--- src/rtl/rme_pkg.sv ---
// ----------------------------------------------------------------------------
// Rotation matrix to Euler angles: shared package
// Widths, angle constants, beat structs and the CORDIC start/finish helpers.
// ----------------------------------------------------------------------------
package rme_pkg;

  localparam int FRAC_BITS_DEF     = 16;
  localparam int CORDIC_STAGES_DEF = 18;

  localparam int IN_W       = 18;
  localparam int OP_W       = 20;
  localparam int SQ_W       = 36;
  localparam int ROOT_W     = 18;
  localparam int REM_W      = 21;
  localparam int XY_W       = 48;
  localparam int Z_W        = 36;
  localparam int GUARD      = 24;
  localparam int THR_W      = 17;
  localparam int ANGLE_XZ_W = 19;
  localparam int ANGLE_Y_W  = 18;
  localparam int Q_FRAC     = 30;

  localparam logic signed [Z_W-1:0] PI_Q30  = 36'sd3373259426;
  localparam logic signed [Z_W-1:0] HPI_Q30 = 36'sd1686629713;

  typedef struct packed {
    logic signed [OP_W-1:0] xx;
    logic signed [OP_W-1:0] yx;
    logic signed [OP_W-1:0] yy;
    logic signed [OP_W-1:0] yz;
    logic signed [OP_W-1:0] zx;
    logic signed [OP_W-1:0] zy;
    logic signed [OP_W-1:0] zz;
  } op_t;

  typedef struct packed {
    logic [REM_W-1:0]  rem;
    logic [ROOT_W-1:0] root;
    logic [SQ_W-1:0]   rad;
  } sqrt_t;

  typedef struct packed {
    logic signed [XY_W-1:0] x;
    logic signed [XY_W-1:0] y;
    logic signed [Z_W-1:0]  z;
    logic                   zero_y;
    logic                   xneg;
  } cordic_t;

  function automatic logic signed [Z_W-1:0] atan_q30(input int i);
    logic signed [Z_W-1:0] r;
    unique case (i)
      0:  r = 36'sd843314857;
      1:  r = 36'sd497837829;
      2:  r = 36'sd263043837;
      3:  r = 36'sd133525159;
      4:  r = 36'sd67021687;
      5:  r = 36'sd33543516;
      6:  r = 36'sd16775851;
      7:  r = 36'sd8388437;
      8:  r = 36'sd4194283;
      9:  r = 36'sd2097149;
      10: r = 36'sd1048576;
      11: r = 36'sd524288;
      12: r = 36'sd262144;
      13: r = 36'sd131072;
      14: r = 36'sd65536;
      15: r = 36'sd32768;
      16: r = 36'sd16384;
      17: r = 36'sd8192;
      18: r = 36'sd4096;
      19: r = 36'sd2048;
      20: r = 36'sd1024;
      21: r = 36'sd512;
      22: r = 36'sd256;
      23: r = 36'sd128;
      24: r = 36'sd64;
      25: r = 36'sd32;
      26: r = 36'sd16;
      27: r = 36'sd8;
      28: r = 36'sd4;
      29: r = 36'sd2;
      30: r = 36'sd1;
      default: r = '0;
    endcase
    return r;
  endfunction

  function automatic logic signed [Z_W-1:0] to_frac(input logic signed [Z_W-1:0] z,
                                                    input int frac);
    int s;
    logic signed [Z_W-1:0] half;
    s = Q_FRAC - frac;
    half = '0;
    if (s == 0) begin
      return z;
    end
    half[s-1] = 1'b1;
    return (z + half) >>> s;
  endfunction

  function automatic cordic_t cordic_init(input logic signed [OP_W-1:0] y,
                                          input logic signed [OP_W-1:0] x);
    cordic_t c;
    logic signed [OP_W-1:0] xa;
    logic signed [OP_W-1:0] ya;
    c.zero_y = (y == '0);
    c.xneg   = x[OP_W-1];
    c.z      = '0;
    xa = x;
    ya = y;
    if (c.xneg) begin
      c.z = (y > 0) ? PI_Q30 : -PI_Q30;
      xa  = -x;
      ya  = -y;
    end
    c.x = XY_W'(xa) <<< GUARD;
    c.y = XY_W'(ya) <<< GUARD;
    return c;
  endfunction

  function automatic logic signed [Z_W-1:0] cordic_finish(input cordic_t c,
                                                          input logic signed [Z_W-1:0] lim_pi,
                                                          input logic signed [Z_W-1:0] lim,
                                                          input int frac);
    logic signed [Z_W-1:0] r;
    if (c.zero_y) begin
      r = c.xneg ? lim_pi : '0;
    end else begin
      r = to_frac(c.z, frac);
    end
    if (r > lim) begin
      r = lim;
    end else if (r < -lim) begin
      r = -lim;
    end
    return r;
  endfunction

endpackage

--- src/rtl/rme_cordic_cell.sv ---
// ----------------------------------------------------------------------------
// CORDIC vectoring cell
// One micro-rotation toward y = 0 with the angle step of its own stage.
// ----------------------------------------------------------------------------
module rme_cordic_cell #(
  parameter int STAGE = 0
) (
  input  logic             clk,
  input  rme_pkg::cordic_t d,
  output rme_pkg::cordic_t q
);

  logic signed [rme_pkg::XY_W-1:0] xs;
  logic signed [rme_pkg::XY_W-1:0] ys;
  rme_pkg::cordic_t                q_next;

  always_comb begin
    xs = d.x >>> STAGE;
    ys = d.y >>> STAGE;
    q_next = d;
    if (d.y > 0) begin
      q_next.x = d.x + ys;
      q_next.y = d.y - xs;
      q_next.z = d.z + rme_pkg::atan_q30(STAGE);
    end else begin
      q_next.x = d.x - ys;
      q_next.y = d.y + xs;
      q_next.z = d.z - rme_pkg::atan_q30(STAGE);
    end
  end

  always_ff @(posedge clk) begin
    q <= q_next;
  end

endmodule

--- config.mk ---
export PLATFORM = sky130hd
export DESIGN_NAME = rme_cordic_cell
export DESIGN_NICKNAME = d
export VERILOG_FILES = /design/src/rtl/rme_pkg.sv /design/src/rtl/rme_cordic_cell.sv
export SDC_FILE = /design/constraint.sdc
export NUM_CORES = 1
export LEC_CHECK = 0
export BUFFER_PORTS_ARGS = -buffer_cell sky130_fd_sc_hd__buf_2
export CORE_MARGIN = 3
export CORE_UTILIZATION = 57
export CTS_CLUSTER_DIAMETER = 80
export DETAILED_ROUTE_END_ITERATION = 7
export HOLD_SLACK_MARGIN = 0.12
export PLACE_DENSITY = 0.83
export SKIP_LAST_GASP = 1
export SYNTH_ARGS = -nofsm -noshare
export SYNTH_HDL_FRONTEND = slang
export SYNTH_SLANG_ARGS = --single-unit
export TNS_END_PERCENT = 50
--- constraint.sdc ---
create_clock -name clk -period 6 [get_ports clk]
set_input_delay 1.2 -clock clk [delete_from_list [all_inputs] [get_ports clk]]
set_output_delay 1.2 -clock clk [all_outputs]
set_load 0.01 [all_outputs]
==> impl_metrics.ini <==
[status]
run_status = completed

[floorplanning]
die_x_um = 157
die_y_um = 157
core-area_um2 = 22100
start_util_pct = 58.7
ios = 269
dieArea_um2 = 24600
rows = 54

[timing]
drv_slew = 0
post-route-period-util_pct = 87.1
whs_ns = 0.875
slew_headroom_pct = 32.7
finalSetupViolCount = 0
worstMarginPinSlew_ns = 1.00
post-route-worst-setup-slack_ns = 0.772
fin_setup_tns_ns = 0
rsz0062_at_grt = no
min_period_ns = 5.23
finalHoldViolations = 0
fmax_ghz = 0.191

[place]
placed_cells = 2180
dp_slack_ns = 0.481
gp_congestion = 0.989
io_buffers = 268
placed_area_um2 = 14400
hpwlAfterDp_um = 34500

[routing]
vias = 13500
drtPass1Iterations = 6
drt_wl_total_um = 43100
ant_nets = 0
drt-initial-drc-count = 1263
wire_per_inst_um = 19.5
drc = 0
vias_per_cell = 6.08

[yosys]
ys_async_sr_fraction_pct = 0
ys_seq_elements = 133
synth_top_area_cell = dfxtp_1
avgSynthCellArea_um2 = 7.66
synthesis.nets = 2007
synth_area_leaders = dfxtp_1 21%, ha_1 17%, a21oi_1 8.7%
synthDistinctLibCells = 91
ys_seq_area_share_pct = 20.5
syn_area_um2 = 13000
synth_top_area_share_pct = 20.5
ys.warnings.count = 0
synth-edff-count = 0
netlist_instances = 1693
ys.flop_type = dfxtp_1

[worst_setup_path]
cp-start-kind = input pin
crit_arrival_ns = 5.58
critPathMaxFanout = 11
crit_type = in2reg
cp_data_required_time_ns = 6.36
worst_setup_path_end_kind = flip-flop

[final_layout]
fin_util_pct = 68.3
layout_commonest_cell = buf_2
drive_above_1_share_pct = 18.4
final_cell_area_um2 = 15100
top_register = q
diodes = 0
final_nets = 2233
final_cell_mix = 268 x buf_2, 226 x a21oi_1, 175 x ha_1
largest_register_ffs = 133
largest_registers = q: 133 flops
finalNonFillerCells = 2212
synthToLayoutAreaGrowth_pct = 16.4

[grt]
grt_overflow = 0
track_usage_pct = 34.1
grt_max_degree = 49
antenna_found_initial = 0
grt_pass1_vias = 12900
grt_pass1_wl_um = 67600

[clock_tree]
clock_sinks = 133
cts_buffers = 17
path_clk_slew_ns = 0.06
tritoncts = built
cts_setup_buffers = 0
clockRootBuffer = clkbuf_16
cts_buffer_depth = 2
ctsResizeCount = 0
ctsHoldBuffers = 0
htreeDepth = 4

[power]
max-vdd-ir-drop_uv = 150
power.density_nw_per_um2 = 258
fin_total_pwr_mw = 3.89
power.leakage_nw = 7.30

[worst_hold_path]
hp-class = in2reg

[job]
maxCapViolCount = 0
## layout make-up
class	instances	area, um2
repair buffers	278	1430
flip-flops and latches	133	2660
clock buffers	21	480
multi-input cells	1337	9420
clock inverters	11	171
well taps	280	350
fillers	1895	7010
inverters	152	572
## cell families (layout without fill, tap and decap cells)
group	after synthesis	in the layout	synth area share, %
flip-flops	133	133	20.5
AO/OA/AOI/OAI	603	603	30.1
buffers and inverters	223	462	6.78
AND/OR/NAND/NOR	414	414	15.4
multiplexers	17	17	1.32
XOR/XNOR	124	124	8.38
adder cells (fa/ha/maj)	179	179	17.5
## path summary, 6_finish.rpt
path,start,endpoint,slack [ns],cells after the start
hold / removal,d[0],q[0],0.88,1
setup / recovery,d[85],q[32],0.77,18
## power breakdown
part	switching (mW)	total, mW	internal, mW
registers	0.0497	1.14	1.09
clock network	0.428	1.17	0.742
logic	0.967	1.58	0.613
total	1.45	3.89	2.45
## synthesized netlist by cell type (7+ instances only)
cell type	number
a21o_1	69
clkbuf_1	42
or3_1	10
nand2b_1	19
nand3_1	18
a211oi_1	11
a221oi_1	8
nor4_1	25
nor2_1	144
and3_1	9
o211ai_1	9
nand4_1	27
o21ai_0	93
mux2i_1	16
buf_2	12
a31o_2	7
xor2_1	18
xnor2_1	106
or4_1	7
o21bai_1	40
o21ai_1	19
dfxtp_1	133
o31ai_1	19
buf_1	13
nor3_1	24
a31oi_1	11
nand2_1	89
o21a_1	14
a21oi_1	226
ha_1	175
nor2b_1	17
inv_1	145
## critical path, cell delays in order
cell,delay (ns)
buf_2,0.14
nor4_1,0.63
nand4_1,0.21
nor3_1,0.21
or2_4,0.19
clkinv_2,0.19
ha_1,0.41
nand2_1,0.06
o21ai_0,0.38
o22ai_1,0.23
a211oi_2,0.39
a21oi_1,0.20
a31oi_1,0.30
a21oi_1,0.15
nor2b_1,0.24
nor2_1,0.10
o21ai_0,0.20
xor2_1,0.15
## per-layer routing
metal	vias to the layer above	GRT usage [%]	routed length, um
li1	6457	-	-
met1	6190	43.7	17900
met2	688	55.2	19400
met3	119	8.35	4230
met4	0	13.2	1550
met5	-	0	0
No activity file was read; power rests on OpenSTA's default activity.
