`src/rtl/rme_pkg.sv`:
```
// ----------------------------------------------------------------------------
// Rotation matrix to Euler angles: shared package
// Widths, angle constants, beat structs and the CORDIC start/finish helpers.
// ----------------------------------------------------------------------------
package rme_pkg;

  localparam int FRAC_BITS_DEF     = 16;
  localparam int CORDIC_STAGES_DEF = 18;

  localparam int IN_W       = 18;
  localparam int OP_W       = 20;
  localparam int SQ_W       = 36;
  localparam int ROOT_W     = 18;
  localparam int REM_W      = 21;
  localparam int XY_W       = 48;
  localparam int Z_W        = 36;
  localparam int GUARD      = 24;
  localparam int THR_W      = 17;
  localparam int ANGLE_XZ_W = 19;
  localparam int ANGLE_Y_W  = 18;
  localparam int Q_FRAC     = 30;

  localparam logic signed [Z_W-1:0] PI_Q30  = 36'sd3373259426;
  localparam logic signed [Z_W-1:0] HPI_Q30 = 36'sd1686629713;

  typedef struct packed {
    logic signed [OP_W-1:0] xx;
    logic signed [OP_W-1:0] yx;
    logic signed [OP_W-1:0] yy;
    logic signed [OP_W-1:0] yz;
    logic signed [OP_W-1:0] zx;
    logic signed [OP_W-1:0] zy;
    logic signed [OP_W-1:0] zz;
  } op_t;

  typedef struct packed {
    logic [REM_W-1:0]  rem;
    logic [ROOT_W-1:0] root;
    logic [SQ_W-1:0]   rad;
  } sqrt_t;

  typedef struct packed {
    logic signed [XY_W-1:0] x;
    logic signed [XY_W-1:0] y;
    logic signed [Z_W-1:0]  z;
    logic                   zero_y;
    logic                   xneg;
  } cordic_t;

  function automatic logic signed [Z_W-1:0] atan_q30(input int i);
    logic signed [Z_W-1:0] r;
    unique case (i)
      0:  r = 36'sd843314857;
      1:  r = 36'sd497837829;
      2:  r = 36'sd263043837;
      3:  r = 36'sd133525159;
      4:  r = 36'sd67021687;
      5:  r = 36'sd33543516;
      6:  r = 36'sd16775851;
      7:  r = 36'sd8388437;
      8:  r = 36'sd4194283;
      9:  r = 36'sd2097149;
      10: r = 36'sd1048576;
      11: r = 36'sd524288;
      12: r = 36'sd262144;
      13: r = 36'sd131072;
      14: r = 36'sd65536;
      15: r = 36'sd32768;
      16: r = 36'sd16384;
      17: r = 36'sd8192;
      18: r = 36'sd4096;
      19: r = 36'sd2048;
      20: r = 36'sd1024;
      21: r = 36'sd512;
      22: r = 36'sd256;
      23: r = 36'sd128;
      24: r = 36'sd64;
      25: r = 36'sd32;
      26: r = 36'sd16;
      27: r = 36'sd8;
      28: r = 36'sd4;
      29: r = 36'sd2;
      30: r = 36'sd1;
      default: r = '0;
    endcase
    return r;
  endfunction

  function automatic logic signed [Z_W-1:0] to_frac(input logic signed [Z_W-1:0] z,
                                                    input int frac);
    int s;
    logic signed [Z_W-1:0] half;
    s = Q_FRAC - frac;
    half = '0;
    if (s == 0) begin
      return z;
    end
    half[s-1] = 1'b1;
    return (z + half) >>> s;
  endfunction

  function automatic cordic_t cordic_init(input logic signed [OP_W-1:0] y,
                                          input logic signed [OP_W-1:0] x);
    cordic_t c;
    logic signed [OP_W-1:0] xa;
    logic signed [OP_W-1:0] ya;
    c.zero_y = (y == '0);
    c.xneg   = x[OP_W-1];
    c.z      = '0;
    xa = x;
    ya = y;
    if (c.xneg) begin
      c.z = (y > 0) ? PI_Q30 : -PI_Q30;
      xa  = -x;
      ya  = -y;
    end
    c.x = XY_W'(xa) <<< GUARD;
    c.y = XY_W'(ya) <<< GUARD;
    return c;
  endfunction

  function automatic logic signed [Z_W-1:0] cordic_finish(input cordic_t c,
                                                          input logic signed [Z_W-1:0] lim_pi,
                                                          input logic signed [Z_W-1:0] lim,
                                                          input int frac);
    logic signed [Z_W-1:0] r;
    if (c.zero_y) begin
      r = c.xneg ? lim_pi : '0;
    end else begin
      r = to_frac(c.z, frac);
    end
    if (r > lim) begin
      r = lim;
    end else if (r < -lim) begin
      r = -lim;
    end
    return r;
  endfunction

endpackage

```
`src/rtl/rme_sqrt_cell.sv`:
```
// ----------------------------------------------------------------------------
// Square root cell
// Resolves one root bit per cycle from the next two radicand bits.
// ----------------------------------------------------------------------------
module rme_sqrt_cell (
  input  logic            clk,
  input  rme_pkg::sqrt_t  d,
  output rme_pkg::sqrt_t  q
);

  logic [rme_pkg::REM_W-1:0] r2;
  logic [rme_pkg::REM_W-1:0] trial;
  rme_pkg::sqrt_t            q_next;

  always_comb begin
    r2    = {d.rem[rme_pkg::REM_W-3:0], d.rad[rme_pkg::SQ_W-1 -: 2]};
    trial = {1'b0, d.root, 2'b01};
    q_next.rad = d.rad << 2;
    if (r2 >= trial) begin
      q_next.rem  = r2 - trial;
      q_next.root = {d.root[rme_pkg::ROOT_W-2:0], 1'b1};
    end else begin
      q_next.rem  = r2;
      q_next.root = {d.root[rme_pkg::ROOT_W-2:0], 1'b0};
    end
  end

  always_ff @(posedge clk) begin
    q <= q_next;
  end

endmodule

```
`config.mk`:
```
export PLATFORM = sky130hd
export DESIGN_NAME = rme_sqrt_cell
export DESIGN_NICKNAME = d
export VERILOG_FILES = /design/src/rtl/rme_pkg.sv /design/src/rtl/rme_sqrt_cell.sv
export SDC_FILE = /design/constraint.sdc
export NUM_CORES = 1
export LEC_CHECK = 0
export BUFFER_PORTS_ARGS = -buffer_cell sky130_fd_sc_hd__buf_2
export CORE_ASPECT_RATIO = 0.8
export CORE_UTILIZATION = 25
export CTS_BUF_LIST = sky130_fd_sc_hd__clkbuf_2
export CTS_CLUSTER_DIAMETER = 100
export DETAILED_ROUTE_END_ITERATION = 7
export HOLD_SLACK_MARGIN = 0.12
export PLACE_DENSITY = 0.52
export SLEW_MARGIN = 25
export SYNTH_ARGS = -nofsm -noshare
export SYNTH_HDL_FRONTEND = slang
export SYNTH_SLANG_ARGS = --single-unit
```
`constraint.sdc`:
```
create_clock -name clk -period 2.18 [get_ports clk]
set_clock_uncertainty 0.1 [all_clocks]
set_input_delay 0.109 -clock clk [delete_from_list [all_inputs] [get_ports clk]]
set_output_delay 0.109 -clock clk [all_outputs]
set_load 0.05 [all_outputs]
```
==> results of run 1 <==
## area by class of cell
cell class | instances | area [um^2]
Fill cell | 1039 | 5690
Timing Repair Buffer | 341 | 2530
Sequential cell | 73 | 1460
Multi-Input combinational cell | 176 | 1420
Tap cell | 148 | 185
Inverter | 28 | 105
Clock inverter | 7 | 77.6
Clock buffer | 9 | 45.0
## critical path: stages
cell and delay [ns]:
buf_2 0.10, inv_1 0.10, ha_4 0.22, dlygate4sd3_1 0.56, buf_4 0.16, nand2_1 0.08, buf_4 0.11, nor3_1 0.04
a211o_1 0.29, a221oi_2 0.29, xnor2_1 0.12, mux2_4 0.26
## Yosys cell counts, types with 2 or more instances
cell     number
o21a_1        2
a211o_1       2
nor3_1       14
xnor2_1      15
inv_1        28
and2_1        2
a21oi_1      31
nand2_1      14
ha_1         20
mux2i_1       2
o31ai_1       3
xor2_1        3
nor2_1        8
nand4_1       3
o21ai_0       5
nor2b_1       2
buf_2         3
buf_4         3
dfxtp_1      73
mux2_4        9
nand3_1       5
a21o_1       11
## per-stage QoR
step | instances | hold WS [ns]
after global routing | 782 | -0.351
after global placement | 638 | 0.111
after floorplan | 285 | 0.0367
after detailed placement | 638 | 0.113
final | 782 | -0.278
after CTS | 771 | -0.446
## layer usage
| layer | GRT usage, % | vias up |
|---|---|---|
| met2 | 28.9 | 121 |
| met5 | 0 | - |
| met4 | 3.80 | 0 |
| met3 | 4.64 | 7 |
| met1 | 21.6 | 1489 |
| li1 | - | 1667 |
## worst max path at each step
| stage | from | endpoint | depth (start not counted) |
|---|---|---|---|
| floorplan | d[45] | q[58]$_DFF_P_ | 11 |
| global placement | d[36] | q[73]$_DFF_P_ | 12 |
| detailed placement | d[36] | q[73]$_DFF_P_ | 12 |
| CTS | d[60] | q[57]$_DFF_P_ | 10 |
| global route | d[35] | q[73]$_DFF_P_ | 11 |
| finish | d[44] | q[72]$_DFF_P_ | 12 |
## cell usage in the layout (no fill, tap or decap), drive strengths merged, types with 5 or more instances in the layout
cell type / synthesis / final
inv: 28 / 30
xnor2: 15 / 15
a21oi: 32 / 32
nor3: 14 / 14
o21ai: 7 / 7
clkbuf: 1 / 9
nand3: 5 / 5
ha: 20 / 20
a21o: 11 / 11
mux2: 10 / 10
dfxtp: 73 / 73
nand2: 14 / 14
nor2: 9 / 9
buf: 7 / 217
dlygate4sd3: 0 / 124
## what timing repair did
item,CTS,global route
setup endpoints to repair,0,9
endpoints found under the hold margin,72,10
hold buffers,117,7
resized for setup,0,9
setup buffers,0,4
## cell families (layout without fill, tap and decap cells)
kind of cell,after synthesis,in the layout,share of synthesized area [%]
AO/OA/AOI/OAI,69,69,15.8
XOR/XNOR,18,18,5.35
adder cells (fa/ha/maj),20,20,8.49
buffers and inverters,36,385,5.64
flip-flops,73,73,49.6
multiplexers,12,12,5.65
other,1,2,0.127
AND/OR/NAND/NOR,55,55,9.38
## power by group through the flow
stage                     clock, uW  sequential, uW  combinational, uW
after floorplan                   0            2000                431
after global placement            0            1530               1340
after detailed placement          0            1530               1340
after CTS                       852            1500               1510
after global routing            925            1520               1660
final                           814            1500               1560
==> run metrics, run 1 <==
vias in the first global route 3348; number of DRC markers in iteration 0 69; full die area 12200 um^2; WP data required 2.51 ns; PD cells 665 nW/um^2; most flop-heavy register q; GRT Util Overall 17.1%; crit path kind input port to flop; gpl congestion 0.782; DIE WIDTH 123 um; Max Cap Viol 0; DR WL/cell 13.1 um; register area share after synthesis 49.6%; row cnt 35; largest net degree at the start of global routing 17; hold slack -0.278 ns; max frequency 470 MHz; H-tree depth 3; Detail Placement HPWL 6810 um; Setup TNS Final 0 ns; Area after DPL 4390 um^2; initial core utilization 25.6%; syn avg cell area 10.4 um^2; Core Region 11500 um^2; Die Y 99.1 um; critical path capture point type flop; final setup fails 0; post-layout util 50.6%; I/O pin total 151; Hold Path Sink q[60]$_DFF_P_; final wirelength 10200 um; clock share of power 21.0%; met3 wire len 779 um; Area Overhead vs Synth 97.6%; WP data arrival 2.46 ns; worst setup margin 0.0528 ns; violated checks hold timing; part of the power in combinational logic 40.2%; Yosys reg bits 73; I/O Buffers 146; Via-to-Cell Ratio 4.20; share of layout cells above drive strength 1 41.6%; Post-synth EDFFs 0; Max Slew Vio Count 0; hold path cells 2; clk sinks 73; GRT Residual Overflow 0; DR vias 3284; drt first pass iters 4; Final min period 2.13 ns; diode count 0; fraction of registers with async set/reset 0%; worst vdd ir 378 uV; Cell Area, Synth 2950 um^2; Flop pwr share 38.8%; Lkg Pwr 0.00288 uW; max reg flops 73; worst hold start d[58]; met2 wire len 4600 um; Worst Setup Start Kind input port; worst min path class input port to flop; switch share 37.8%; Pwr Total 3870 uW; global-route wire length before repair 16100 um; area leader, netlist dfxtp_1; Clock Tree Buf Depth 2; Synth area leaders dfxtp_1, ha_1, a21oi_1; Top Layer Used met4; design area 5820 um^2; crit path max fanout 5; Syn Inst Count 284; initial antenna violation count 0; wl on met1 4790 um; P_sw 1460 uW; top flop regs q: 73 flops; cts bufs inserted 9; DRC errors left 0; pre-CTS setup slack -0.282 ns; post-synth top area share 49.6%; post-route ant nets 0; # nets final 725; commonest register cell after synthesis dfxtp_1; crit share post-route 97.6%; TritonCTS clock tree yes; Reg clk slew, reported paths 0.21 ns; Synth Warn # 0; CTS root buffer clkbuf_2; Final Hold Viols 6; outcome finished, violations left; internal power consumption 2410 uW; Yosys cell types 48
Note: power is estimated with default switching activity, not from simulation.
==> inputs of run 2 (changes only) <==
--- a/config.mk
+++ b/config.mk
@@ -6,13 +6,15 @@
 export NUM_CORES = 1
 export LEC_CHECK = 0
 export BUFFER_PORTS_ARGS = -buffer_cell sky130_fd_sc_hd__buf_2
+export CELL_PAD_IN_SITES_DETAIL_PLACEMENT = 0
+export CELL_PAD_IN_SITES_GLOBAL_PLACEMENT = 1
 export CORE_ASPECT_RATIO = 0.8
 export CORE_UTILIZATION = 25
 export CTS_BUF_LIST = sky130_fd_sc_hd__clkbuf_2
 export CTS_CLUSTER_DIAMETER = 100
 export DETAILED_ROUTE_END_ITERATION = 7
 export HOLD_SLACK_MARGIN = 0.12
-export PLACE_DENSITY = 0.52
+export PLACE_DENSITY = 0.64
 export SLEW_MARGIN = 25
 export SYNTH_ARGS = -nofsm -noshare
 export SYNTH_HDL_FRONTEND = slang
==> constraint.sdc (replaced) <==
create_clock -name clk -period 2.28 [get_ports clk]
set_clock_uncertainty 0.1 [all_clocks]
set_input_delay 0.114 -clock clk [delete_from_list [all_inputs] [get_ports clk]]
set_output_delay 0.114 -clock clk [all_outputs]
set_load 0.05 [all_outputs]
==> run metrics, run 2 (same netlist as run 1, synthesis figures left out) <==
DR vias 3236; violated checks hold timing; max reg flops 73; largest net degree at the start of global routing 14; design area 5700 um^2; global-route wire length before repair 15300 um; cts bufs inserted 9; worst hold start d[38]; most frequent cells in the layout buf_2, dlygate4sd3_1, dfxtp_1, buf_4, inv_1; Via-to-Cell Ratio 4.22; WP data arrival 2.60 ns; Lkg Pwr 0.00281 uW; Reg clk slew, reported paths 0.21 ns; post-route ant nets 0; clock share of power 23.4%; most flop-heavy register q; Hold Path Sink q[39]$_DFF_P_; TritonCTS clock tree yes; part of the power in combinational logic 38.4%; max frequency 442 MHz; DRC errors left 0; initial core utilization 25.6%; Die Y 99.1 um; row cnt 35; clk sinks 73; hold slack -0.411 ns; delay of the slowest critical-path stage 0.53 ns; hold path cells 1; full die area 12200 um^2; Max Slew Vio Count 0; Layout fillers 1109; post-layout util 49.5%; Final Hold Viols 3; gpl congestion 0.822; P_sw 1390 uW; most common cell after layout, fill and taps aside buf_2; Area Overhead vs Synth 93.4%; Worst Setup Start Kind input port; I/O Buffers 146; critical path capture point type flop; GRT Residual Overflow 0; diode count 0; PD cells 660 nW/um^2; drt first pass iters 4; I/O pin total 151; Setup TNS Final 0 ns; switch share 36.9%; Slowest cell on crit path dlygate4sd3_1; crit path max fanout 3; Area after DPL 4230 um^2; internal power consumption 2380 uW; DR WL/cell 13.1 um; Detail Placement HPWL 6580 um; Max Cap Viol 0; vias in the first global route 3204; final setup fails 0; worst min path class input port to flop; CTS root buffer clkbuf_2; number of DRC markers in iteration 0 108; WP data required 2.62 ns; final wirelength 10100 um; crit-path cells dlygate4sd3_1 -> buf_2 -> ha_4 -> buf_4 -> nand2b_1 -> a21oi_1 -> nor3_1 -> o21ai_0 -> a221oi_2 -> xnor2_1 -> mux2_4; Core Region 11500 um^2; DIE WIDTH 123 um; GRT Util Overall 16.4%; initial antenna violation count 0; share of layout cells above drive strength 1 40.6%; outcome finished, violations left; # nets final 709; crit share post-route 99.1%; crit path kind input port to flop; top flop regs q: 73 flops; Final min period 2.26 ns; Flop pwr share 38.1%; H-tree depth 3; Clock Tree Buf Depth 2; worst vdd ir 338 uV
==> run 2: per-layer routing <==
layer / GRT usage (%) / part of all wire [%]
met5: 0 / 0
met4: 4.91 / 0.75
met3: 4.24 / 8.1
met2: 26.2 / 44
met1: 21.6 / 47
==> run 2: worst max-delay path: cells and delay by family <==
kind / cells / cell delay, ns
adder cells (fa/ha/maj): 1 / 0.26
multiplexers: 1 / 0.27
AO/OA/AOI/OAI: 3 / 0.82
AND/OR/NAND/NOR: 2 / 0.19
buffers and inverters: 3 / 0.78
XOR/XNOR: 1 / 0.16
==> run 2: worst max-delay path by stage <==
stage	from	to	slack (ns)	depth (start not counted)
global route	d[58]	q[57]$_DFF_P_	-0.0005	11
detailed placement	d[38]	q[72]$_DFF_P_	-0.16	10
CTS	d[61]	q[57]$_DFF_P_	0.005	11
global placement	d[38]	q[72]$_DFF_P_	-0.14	10
floorplan	d[45]	q[58]$_DFF_P_	0.004	11
finish	d[54]	q[72]$_DFF_P_	0.02	11
==> run 2: through the flow <==
stage,worst slack [ns],total power [uW],std cells
2_1_floorplan,0.00422,2310,285
3_5_place_dp,-0.159,2700,626
6_report,0.0197,3760,766
5_1_grt,-0.000523,3970,766
3_3_place_gp,-0.142,2700,626
4_1_cts,0.00453,3780,763
==> run 2: area by class of cell <==
| cell class | instances | area (um^2) | share of cell area, % |
|---|---|---|---|
| Clock buffer | 10 | 50.0 | 0.878 |
| Clock inverter | 6 | 92.6 | 1.62 |
| Inverter | 28 | 105 | 1.84 |
| Tap cell | 148 | 185 | 3.25 |
| Multi-Input combinational cell | 176 | 1400 | 24.5 |
| Sequential cell | 73 | 1460 | 25.6 |
| Timing Repair Buffer | 325 | 2410 | 42.3 |
==> run 2: timing repair <==
item | in CTS | in global routing
gates resized for setup | 0 | 14
hold endpoints to repair | 73 | 5
hold buffers | 121 | 2
setup endpoints to repair | 0 | 17
setup buffers | 0 | 1
==> run 2: power groups by stage <==
stage / sequential (uW) / clock (uW) / combinational (uW)
final: 1430 / 882 / 1450
after global routing: 1450 / 979 / 1540
after CTS: 1430 / 929 / 1410
after detailed placement: 1460 / 0 / 1250
after global placement: 1460 / 0 / 1240
after floorplan: 1910 / 0 / 395
